--- config.mk ---
export PLATFORM = sky130hd
export DESIGN_NAME = owner_item_multimap_table_core_flat
export DESIGN_NICKNAME = d
export VERILOG_FILES = /design/src/sv/oimt_pkg.sv /design/src/sv/oimt_req_if.sv /design/src/sv/oimt_rsp_if.sv /design/src/sv/oimt_ctrl.sv /design/src/sv/oimt_datapath.sv /design/src/sv/owner_item_multimap_table_core.sv /design/src/flat_wrapper.sv
export SDC_FILE = /design/constraint.sdc
export NUM_CORES = 2
export LEC_CHECK = 0
export BUFFER_PORTS_ARGS = -buffer_cell sky130_fd_sc_hd__buf_2
export CAP_MARGIN = 10
export CORE_ASPECT_RATIO = 1.75
export CORE_MARGIN = 1
export CORE_UTILIZATION = 57
export DETAILED_ROUTE_END_ITERATION = 8
export MAX_ROUTING_LAYER = met4
export PLACE_DENSITY = 0.88
export SLEW_MARGIN = 40
export SYNTH_ARGS = -nofsm -noshare
export SYNTH_HDL_FRONTEND = slang
export SYNTH_SLANG_ARGS = --single-unit
--- constraint.sdc ---
create_clock -name clk -period 4.7 [get_ports clk]
set_input_delay 0.705 -clock clk [delete_from_list [all_inputs] [get_ports clk]]
set_output_delay 0.705 -clock clk [all_outputs]
set_load 0.1 [all_outputs]
--- src/sv/oimt_pkg.sv ---
// oimt_pkg: shared types, codes and sizing for the owner/item multimap table
// used by every module of the block and by the request channel interface
package oimt_pkg;

	localparam int TABLE_DEPTH = 64;
	localparam int IW = $clog2(TABLE_DEPTH);
	localparam int CW = $clog2(TABLE_DEPTH + 1);
	localparam int AW = IW + 1;
	localparam int CMPW = (CW > 7) ? CW : 7;

	typedef enum logic [1:0] {
		OP_COUNT   = 2'd0,
		OP_GET_NTH = 2'd1,
		OP_APPEND  = 2'd2,
		OP_DELETE  = 2'd3
	} op_t;

	typedef enum logic [1:0] {
		RS_OK        = 2'd0,
		RS_FULL      = 2'd1,
		RS_NOT_FOUND = 2'd2
	} res_status_t;

	typedef enum logic [2:0] {
		S_IDLE,
		S_SCAN,
		S_POST,
		S_SHIFT,
		S_DONE
	} state_t;

	typedef struct packed {
		op_t               operation;
		logic              table_select;
		logic signed [15:0] owner_id;
		logic signed [15:0] item_id;
		logic [6:0]        nth_index;
	} req_t;

	typedef struct packed {
		logic [6:0]         match_count;
		logic signed [15:0] found_item;
		logic               found;
		res_status_t        status;
		logic [6:0]         table_size;
	} rsp_t;

	typedef struct packed {
		logic ready;
		logic load;
		logic issue;
		logic shift_mode;
		logic shift_init;
		logic commit;
	} ctl_cmd_t;

	typedef struct packed {
		op_t  op;
		logic scan_empty;
		logic last_data;
		logic hit;
		logic shift_none;
		logic out_busy;
	} dp_status_t;

	function automatic logic [6:0] sat7(logic [CW-1:0] v);
		logic [CW+6:0] ext;
		ext = (CW + 7)'(v);
		if (ext > (CW + 7)'(127)) begin
			sat7 = 7'h7f;
		end else begin
			sat7 = ext[6:0];
		end
	endfunction

endpackage

--- src/sv/oimt_req_if.sv ---
// oimt_req_if: request channel, valid/ready plus one operation word
// depends on oimt_pkg for the operation code type
interface oimt_req_if;
	import oimt_pkg::*;

	logic               valid;
	logic               ready;
	op_t                operation;
	logic               table_select;
	logic signed [15:0] owner_id;
	logic signed [15:0] item_id;
	logic [6:0]         nth_index;

	modport source (output valid, operation, table_select, owner_id, item_id, nth_index,
		input ready);
	modport sink (input valid, operation, table_select, owner_id, item_id, nth_index,
		output ready);
endinterface

--- src/sv/oimt_rsp_if.sv ---
// oimt_rsp_if: response channel, valid/ready plus one result word
// standalone, no package needed
interface oimt_rsp_if;
	logic               valid;
	logic               ready;
	logic [6:0]         match_count;
	logic signed [15:0] found_item;
	logic               found;
	logic [1:0]         status;
	logic [6:0]         table_size;

	modport source (output valid, match_count, found_item, found, status, table_size,
		input ready);
	modport sink (input valid, match_count, found_item, found, status, table_size,
		output ready);
endinterface

--- src/sv/oimt_ctrl.sv ---
// oimt_ctrl: sequencer for scan, gap-closing shift and result commit
// depends on oimt_pkg for state, command and status types
module oimt_ctrl (
	input  logic                  clk,
	input  logic                  arst_n,
	input  logic                  req_valid,
	input  oimt_pkg::dp_status_t  st,
	output oimt_pkg::ctl_cmd_t    cmd
);
	import oimt_pkg::*;

	state_t state_q, state_d;

	always_ff @(posedge clk or negedge arst_n) begin
		if (!arst_n) begin
			state_q <= S_IDLE;
		end else begin
			state_q <= state_d;
		end
	end

	always_comb begin
		state_d = state_q;
		cmd = '0;
		unique case (state_q)
			S_IDLE: begin
				cmd.ready = 1'b1;
				if (req_valid) begin
					cmd.load = 1'b1;
					state_d = S_SCAN;
				end
			end
			S_SCAN: begin
				if (st.op == OP_APPEND) begin
					state_d = S_DONE;
				end else begin
					cmd.issue = 1'b1;
					if (st.scan_empty || st.last_data) begin
						state_d = S_POST;
					end
				end
			end
			S_POST: begin
				if (st.op == OP_DELETE && st.hit) begin
					cmd.shift_init = 1'b1;
					state_d = S_SHIFT;
				end else begin
					state_d = S_DONE;
				end
			end
			S_SHIFT: begin
				cmd.issue = 1'b1;
				cmd.shift_mode = 1'b1;
				if (st.shift_none || st.last_data) begin
					state_d = S_DONE;
				end
			end
			S_DONE: begin
				if (!st.out_busy) begin
					cmd.commit = 1'b1;
					state_d = S_IDLE;
				end
			end
			default: begin
				state_d = S_IDLE;
			end
		endcase
	end

endmodule

--- src/sv/oimt_datapath.sv ---
// oimt_datapath: table memory, fill counts, scan compare, shift and result register
// depends on oimt_pkg for sizing, codes and the command/status structs
module oimt_datapath (
	input  logic                  clk,
	input  logic                  arst_n,
	input  oimt_pkg::req_t        req,
	input  oimt_pkg::ctl_cmd_t    cmd,
	output oimt_pkg::dp_status_t  st,
	input  logic                  rsp_ready,
	output logic                  rsp_valid,
	output oimt_pkg::rsp_t        rsp
);
	import oimt_pkg::*;

	logic [31:0]        mem [2**AW];

	op_t                op_q;
	logic               sel_q;
	logic signed [15:0] owner_q;
	logic signed [15:0] item_q;
	logic [6:0]         nth_q;
	logic [CW-1:0]      n_q;
	logic [CW-1:0]      rd_idx_q;
	logic [CW-1:0]      seen_q;
	logic               found_q;
	logic signed [15:0] fitem_q;
	logic               hit_q;
	logic [IW-1:0]      pos_q;
	logic [CW-1:0]      fill_q [2];
	logic               rsp_valid_q;
	rsp_t               rsp_q;

	logic               v_s1;
	logic [IW-1:0]      idx_s1;
	logic [31:0]        rdata_s1;

	logic               issue_go;
	logic               scan_v;
	logic               owner_hit;
	logic               nth_match;
	logic               full;
	logic               wr_en;
	logic [AW-1:0]      wr_addr;
	logic [31:0]        wr_data;
	logic [CW-1:0]      n_new;
	rsp_t               res;

	assign issue_go  = cmd.issue && (rd_idx_q < n_q);
	assign scan_v    = v_s1 && !cmd.shift_mode;
	assign owner_hit = (rdata_s1[31:16] == owner_q);
	assign nth_match = scan_v && owner_hit && !found_q &&
		((CMPW'(seen_q) + CMPW'(1)) == CMPW'(nth_q));
	assign full      = (n_q >= CW'(TABLE_DEPTH));

	// table memory, one read and one write port
	always_comb begin
		wr_en   = 1'b0;
		wr_addr = {sel_q, n_q[IW-1:0]};
		wr_data = {owner_q, item_q};
		if (cmd.shift_mode) begin
			wr_en   = v_s1;
			wr_addr = {sel_q, idx_s1 - IW'(1)};
			wr_data = rdata_s1;
		end else if (cmd.commit && op_q == OP_APPEND && !full) begin
			wr_en = 1'b1;
		end
	end

	always_ff @(posedge clk) begin
		if (issue_go) begin
			rdata_s1 <= mem[{sel_q, rd_idx_q[IW-1:0]}];
		end
		if (wr_en) begin
			mem[wr_addr] <= wr_data;
		end
	end

	always_ff @(posedge clk or negedge arst_n) begin
		if (!arst_n) begin
			v_s1        <= 1'b0;
			fill_q[0]   <= '0;
			fill_q[1]   <= '0;
			rsp_valid_q <= 1'b0;
		end else begin
			v_s1 <= issue_go;
			if (cmd.commit) begin
				fill_q[sel_q] <= n_new;
				rsp_valid_q   <= 1'b1;
			end else if (rsp_ready) begin
				rsp_valid_q <= 1'b0;
			end
		end
	end

	always_ff @(posedge clk) begin
		idx_s1 <= rd_idx_q[IW-1:0];
		if (cmd.load) begin
			op_q     <= req.operation;
			sel_q    <= req.table_select;
			owner_q  <= req.owner_id;
			item_q   <= req.item_id;
			nth_q    <= req.nth_index;
			n_q      <= fill_q[req.table_select];
			rd_idx_q <= '0;
			seen_q   <= '0;
			found_q  <= 1'b0;
			fitem_q  <= '0;
			hit_q    <= 1'b0;
			pos_q    <= '0;
		end else begin
			if (cmd.shift_init) begin
				rd_idx_q <= CW'(pos_q) + CW'(1);
			end else if (issue_go) begin
				rd_idx_q <= rd_idx_q + CW'(1);
			end
			if (scan_v && owner_hit) begin
				seen_q <= seen_q + CW'(1);
			end
			if (nth_match) begin
				found_q <= 1'b1;
				fitem_q <= rdata_s1[15:0];
			end
			if (scan_v && rdata_s1 == {owner_q, item_q}) begin
				hit_q <= 1'b1;
				pos_q <= idx_s1;
			end
		end
		if (cmd.commit) begin
			rsp_q <= res;
		end
	end

	always_comb begin
		n_new = n_q;
		res = '0;
		res.status = RS_OK;
		unique case (op_q)
			OP_COUNT: begin
				res.match_count = sat7(seen_q);
			end
			OP_GET_NTH: begin
				res.found      = found_q;
				res.found_item = found_q ? fitem_q : 16'sd0;
				res.status     = found_q ? RS_OK : RS_NOT_FOUND;
			end
			OP_APPEND: begin
				if (full) begin
					res.status = RS_FULL;
				end else begin
					n_new = n_q + CW'(1);
				end
			end
			OP_DELETE: begin
				if (hit_q) begin
					n_new     = n_q - CW'(1);
					res.found = 1'b1;
				end else begin
					res.status = RS_NOT_FOUND;
				end
			end
			default: begin
				n_new = n_q;
			end
		endcase
		res.table_size = sat7(n_new);
	end

	assign st.op         = op_q;
	assign st.scan_empty = (n_q == '0);
	assign st.last_data  = v_s1 && (CW'(idx_s1) == n_q - CW'(1));
	assign st.hit        = hit_q;
	assign st.shift_none = ((CW'(pos_q) + CW'(1)) == n_q);
	assign st.out_busy   = rsp_valid_q && !rsp_ready;

	assign rsp_valid = rsp_valid_q;
	assign rsp       = rsp_q;

endmodule

--- src/sv/owner_item_multimap_table_core.sv ---
// owner_item_multimap_table_core: top level, player and enemy owner/item tables
// depends on oimt_pkg, oimt_req_if, oimt_rsp_if, oimt_ctrl and oimt_datapath
//
// Two insertion-ordered tables of (owner, item) words share one memory with a
// single read port, so count, get-nth and delete walk the selected table one
// entry per cycle; append does not walk the table. A delete that hits moves
// the later entries down one place. One operation is in flight at a time;
// the result sits in an output register, and the next word is accepted once
// the current one has been committed there.
module owner_item_multimap_table_core (
	input  logic clk,
	input  logic arst_n,
	oimt_req_if.sink   request,
	oimt_rsp_if.source response
);
	import oimt_pkg::*;

	req_t       req;
	rsp_t       rsp;
	logic       rsp_valid;
	ctl_cmd_t   cmd;
	dp_status_t st;

	assign req.operation    = request.operation;
	assign req.table_select = request.table_select;
	assign req.owner_id     = request.owner_id;
	assign req.item_id      = request.item_id;
	assign req.nth_index    = request.nth_index;
	assign request.ready    = cmd.ready;

	oimt_ctrl u_ctrl (
		.clk       (clk),
		.arst_n    (arst_n),
		.req_valid (request.valid),
		.st        (st),
		.cmd       (cmd)
	);

	oimt_datapath u_datapath (
		.clk       (clk),
		.arst_n    (arst_n),
		.req       (req),
		.cmd       (cmd),
		.st        (st),
		.rsp_ready (response.ready),
		.rsp_valid (rsp_valid),
		.rsp       (rsp)
	);

	assign response.valid       = rsp_valid;
	assign response.match_count = rsp.match_count;
	assign response.found_item  = rsp.found_item;
	assign response.found       = rsp.found;
	assign response.status      = rsp.status;
	assign response.table_size  = rsp.table_size;

endmodule

--- src/flat_wrapper.sv ---
// flat-port wrapper written by rule: the top's interface ports become plain ports
module owner_item_multimap_table_core_flat import oimt_pkg::*;
  (clk, arst_n, request_valid, request_operation, request_table_select, request_owner_id, request_item_id, request_nth_index, request_ready, response_valid, response_match_count, response_found_item, response_found, response_status, response_table_size, response_ready);
  oimt_req_if request_i ();
  oimt_rsp_if response_i ();
  input  logic clk;
  input  logic arst_n;
  input wire logic [$bits(request_i.valid)-1:0] request_valid;
  input wire logic [$bits(request_i.operation)-1:0] request_operation;
  input wire logic [$bits(request_i.table_select)-1:0] request_table_select;
  input wire logic [$bits(request_i.owner_id)-1:0] request_owner_id;
  input wire logic [$bits(request_i.item_id)-1:0] request_item_id;
  input wire logic [$bits(request_i.nth_index)-1:0] request_nth_index;
  output wire logic [$bits(request_i.ready)-1:0] request_ready;
  output wire logic [$bits(response_i.valid)-1:0] response_valid;
  output wire logic [$bits(response_i.match_count)-1:0] response_match_count;
  output wire logic [$bits(response_i.found_item)-1:0] response_found_item;
  output wire logic [$bits(response_i.found)-1:0] response_found;
  output wire logic [$bits(response_i.status)-1:0] response_status;
  output wire logic [$bits(response_i.table_size)-1:0] response_table_size;
  input wire logic [$bits(response_i.ready)-1:0] response_ready;
  assign request_i.valid = request_valid;
  assign request_i.operation = request_operation;
  assign request_i.table_select = request_table_select;
  assign request_i.owner_id = request_owner_id;
  assign request_i.item_id = request_item_id;
  assign request_i.nth_index = request_nth_index;
  assign request_ready = request_i.ready;
  assign response_valid = response_i.valid;
  assign response_match_count = response_i.match_count;
  assign response_found_item = response_i.found_item;
  assign response_found = response_i.found;
  assign response_status = response_i.status;
  assign response_table_size = response_i.table_size;
  assign response_i.ready = response_ready;
  owner_item_multimap_table_core u_core (.clk(clk), .arst_n(arst_n), .request(request_i), .response(response_i));
endmodule
==> results of run 1 <==
## per-stage QoR
stage	utilization, %	setup slack [ps]	cell area (um^2)	setup TNS [ps]	std cells
2_1_floorplan	-	67.5	165000	0	7604
3_3_place_gp	60.4	-583	174000	-583	11519
3_5_place_dp	60.5	-127	175000	-127	11523
4_1_cts	64.3	244	186000	0	12152
## synthesized netlist by cell type (73+ instances only)
master	n	area share, %
edfxtp_1	4210	76
mux4_2	992	14
mux2i_1	315	1.9
nand2_1	222	0.50
nor2_1	202	0.46
a21oi_1	182	0.55
clkbuf_1	154	0.35
mux2_2	139	0.95
buf_2	123	0.37
o21ai_0	109	0.33
a211oi_1	102	0.46
nor2b_1	79	0.30
buf_4	73	0.33
## kinds of logic after synthesis
family                     Yosys count  synth area share (%)
AOI/OAI and AO/OA                  676                  2.61
xor gates and xnor gates            78                 0.413
adders and majority gates           13                0.0983
buffers and inverters              442                  1.44
DFF                               4273                  77.2
muxes                             1446                  16.4
and+or+nand+nor                    676                  1.88
## repair_timing
action | CTS
hold endpoints to repair | 55
endpoints found under the setup margin | 1
setup buffers | 4
hold buffers | 37
gates resized for setup | 0
==> out/metrics.cfg, run 1 <==
[synthesis]
syn-num-nets = 7663
dominantRegCellSynth = edfxtp_1
syn_inst = 7604
synth.avg_cell_area_um2 = 21.8
synth_area_um2 = 165000
synth_warnings = 0
ys_seq_area_share_pct = 77.2
synth_edf_count = 4210
ys_ff_latch = 4273
ys_types = 69
synth_async_sr_flop_share_pct = 0.445

[cts]
htreeDepth = 5
cts_sinks = 4273
cts_buffer_depth = 4
cts_root_buffer = clkbuf_16
numCtsBuffers = 329

[outcome]
error = [ERROR GRT-0228] Horizontal edge usage exceeds the maximum allowed. (46, 54) usage=65535 limit=3000
outcome = aborted with a tool error
haltStage = global routing (5_1_grt)

[grt]
grt_max_degree = 129
antenna_found_initial = 107

[die]
fp-row-count = 261
io_pins = 81
die_x_um = 409
die_h_um = 715
start_util_pct = 57.3

[place]
port_buffers = 80
place.gp.congestion = 0.986
detailed_place_hpwl_um = 298000

[sta]
endpoint_type = register input
postGrtWorstEndpoint = u_core.u_datapath.rdata_s1[1]$_DFFE_PP_/D

==> run 2: changes to the inputs <==
CORE_ASPECT_RATIO = unset   (was 1.75)
CORE_UTILIZATION = 40   (was 57)
MAX_ROUTING_LAYER = unset   (was met4)
PLACE_DENSITY = unset   (was 0.88)
PLACE_DENSITY_LB_ADDON = 0.15   (was unset)
clock period = 6.1 ns   (was 4.7 ns; I/O delays follow)
==> run 2 against run 1 <==
  * The flow now finishes without violations
  * Synthesized cell count unchanged
  * Synthesized area unchanged
==> out/metrics.cfg, run 2 <==
[synthesis]
dominantRegCellSynth = edfxtp_1  ; unchanged
synth_top_cells_by_count = 4210 x edfxtp_1, 992 x mux4_2, 315 x mux2i_1, 222 x nand2_1, 202 x nor2_1  ; unchanged
synth.area.top_cells = edfxtp_1 76%, mux4_2 14%, mux2i_1 1.9%, mux2_2 0.95%, a21oi_1 0.55%  ; unchanged
synth_warnings = 0  ; unchanged
ys_types = 69  ; unchanged
synthMostInstantiatedCell = edfxtp_1  ; unchanged
synth_top_area_share_pct = 76.4  ; unchanged
synth_async_sr_flop_share_pct = 0.445  ; unchanged
ys_seq_area_share_pct = 77.2  ; unchanged
yosys.area.top_type = edfxtp_1  ; unchanged
synth_edf_count = 4210  ; unchanged
synth.avg_cell_area_um2 = 21.8  ; unchanged
syn-num-nets = 7663  ; unchanged
ys_ff_latch = 4273  ; unchanged
syn_inst = 7604  ; unchanged
synth_area_um2 = 165000  ; unchanged

[power_and_ir_drop]
p_per_area_nw_per_um2 = 444
internal_power_uw = 57700
p_comb_share_pct = 26.4
p_leak_uw = 0.0589
power_frac_seq_pct = 42.3
swShare_pct = 31.7
ir_drop_v = 0.000334
total_power_uw = 84500
power_frac_clock_pct = 31.3
p_switching_uw = 26800

[sta]
finClkSkew_ps = 99.7
worstMarginPinSlew_ps = 1010
finalCriticalPeriod_ps = 4690
period_share_pct = 76.9
rsz0062_at_grt = false
setup_viol = 0
final_hold_viol_count = 0
slew_violations = 0
fin_setup_tns_ps = 0
max_freq_mhz = 213
hold_slack_ps = 99.5
slew-limit-headroom_pct = 32.2

[finish]
fin_area_um2 = 190000
instances_no_fill = 13946
nets = 8166
drive_above_1_share_pct = 29.1
layout.cells.most_common = edfxtp_1
top_register = u_core.u_datapath.mem
largest_reg_flops = 4096
final_cell_mix = 4210 x edfxtp_1, 992 x mux4_2, 445 x clkbuf_16
area_growth_pct = 15.0

[die]
fp-row-count = 235  ; was 261
io_pins = 81  ; unchanged
die_x_um = 645  ; was 409 um
fp.dieArea_um2 = 416000
die_h_um = 645  ; was 715 um
start_util_pct = 40.3  ; was 57.3%
core_area_um2 = 411000

[critical_path]
cp_slowest_stage_delay_ps = 870
crit_path_max_fanout = 45
cp_slowest_cell = dfxtp_4
worst-path-buf-inv = 3
crit_type = flop to flop
cp.required_ps = 6780
crit_path_start_kind = flop
crit_family = buffers and inverters
path_cells = buf_12, buf_12, buf_4, mux4_2, mux4_2, a22oi_1, and3_1, a31oi_1
arrival_ps = 5360
cp-end-kind = flop

[cts]
htreeDepth = 5  ; unchanged
numCtsBuffers = 438  ; was 329
cts_root_buffer = clkbuf_16  ; unchanged
cts_tree = built
path_clk_slew_ps = 60
cts_sinks = 4273  ; unchanged
clk_latency_ps = 1030
cts_buffer_depth = 4  ; unchanged
cts-resized-gates = 0  ; unchanged

[drt]
ant_nets = 0
drt-pass1-iter-count = 8
drc = 0
wl_per_cell_um = 35.8
drtIter0Drc = 11867
drt-total-wl_um = 499000
avgViaCountPerCell = 5.95
vias = 82993

[grt]
grt_pass1_vias = 81701
grt_max_degree = 129
grt_overflow = 0
grt_usage_pct = 23.7
antenna_found_initial = 34
grt_first_pass_wirelength_um = 686000

[place]
placed_area_um2 = 176000  ; was 175000 um^2
detailed_place_hpwl_um = 307000  ; was 298000 um
place.gp.congestion = 0.873  ; was 0.986
port_buffers = 80  ; unchanged
placedCellCount = 13117  ; was 11523

[min_path]
hold_class = primary input to flop

[outcome]
outcome = finished, final reports clean  ; was aborted with a tool error

[job]
max_cap_violations = 0

==> run 2: cell counts after synthesis <==
No cell type changed its count.
==> run 2: cell families after synthesis <==
kind of cell | count (synthesis) | share of synthesized area [%]
AOI/OAI and AO/OA | 676 | 2.61
muxes | 1446 | 16.4
adders and majority gates | 13 | 0.0983
xor gates and xnor gates | 78 | 0.413
DFF | 4273 | 77.2
and+or+nand+nor | 676 | 1.88
buffers and inverters | 442 | 1.44
==> run 2: timing repair <==
item                      CTS  global route
buffers inserted            0             0
hold buffers                1             0
hold endpoints to repair   19             0
==> run 2: worst paths after layout <==
| path | endpoint | start | depth (start not counted) | slack [ps] |
|---|---|---|---|---|
| worst max-delay path | u_core.u_datapath.rdata_s1[12]$_DFFE_PP_ | u_core.u_datapath.rd_idx_q[1]$_SDFFE_PP0P_ | 8 | 1410 |
| max in group asynchronous | u_core.u_datapath.fill_q[8]$_DFFE_PN0P_ | arst_n | 2 | 5330 |
| min in group asynchronous | u_core.u_ctrl.state_q[2]$_DFFE_PN0P_ | arst_n | 2 | 420 |
| worst min-delay path | u_core.u_datapath.nth_q[5]$_DFFE_PP_ | request_nth_index[5] | 1 | 100 |
| worst max register to register | u_core.u_datapath.rdata_s1[12]$_DFFE_PP_ | u_core.u_datapath.rd_idx_q[1]$_SDFFE_PP0P_ | 8 | 1410 |
| worst min register to register | u_core.u_datapath.fitem_q[9]$_SDFFE_PP0P_ | u_core.u_datapath.fitem_q[9]$_SDFFE_PP0P_ | 2 | 500 |
==> run 2: stage by stage <==
stage / utilization (%) / setup WS (ps)
floorplan: - / 749
global placement: 42.6 / 995
detailed placement: 42.9 / 1370
CTS: 46.3 / 1320
global route: 46.3 / 1390
finish: 46.3 / 1410
==> run 2: metal layers <==
metal / global-route usage (%) / up-vias / wire [um]
met2: 35.5 / 3816 / 224000
met4: 6.40 / 6 / 14900
li1: - / 33017 / -
met3: 4.72 / 635 / 44800
met1: 35.5 / 45519 / 216000
met5: 0 / - / 45
==> run 2: area by class of cell <==
class	count	area (um^2)
tap	5451	6820
antenna	14	35.0
fill	33863	220000
sequential	4273	128000
multi-input combinational	2889	37000
clock buffer	552	11500
inverter	21	88.8
timing repair buffer	484	4540
clock inverter	262	2500
==> run 2: worst reg2reg max path: stages (launching register included) <==
cell and delay, ps:
dfxtp_4 870, buf_12 410, buf_12 390, buf_4 470, mux4_2 410, mux4_2 500, a22oi_1 470, and3_1 580
a31oi_1 280
==> run 2: power by group through the flow <==
stage	clock, uW	combinational (uW)	sequential (uW)
2_1_floorplan	0	12800	36400
3_3_place_gp	0	21900	36400
3_5_place_dp	0	22400	36300
4_1_cts	26800	22400	35700
5_1_grt	27900	23200	35700
6_report	26400	22300	35700
(Power assumes the default switching activity.)
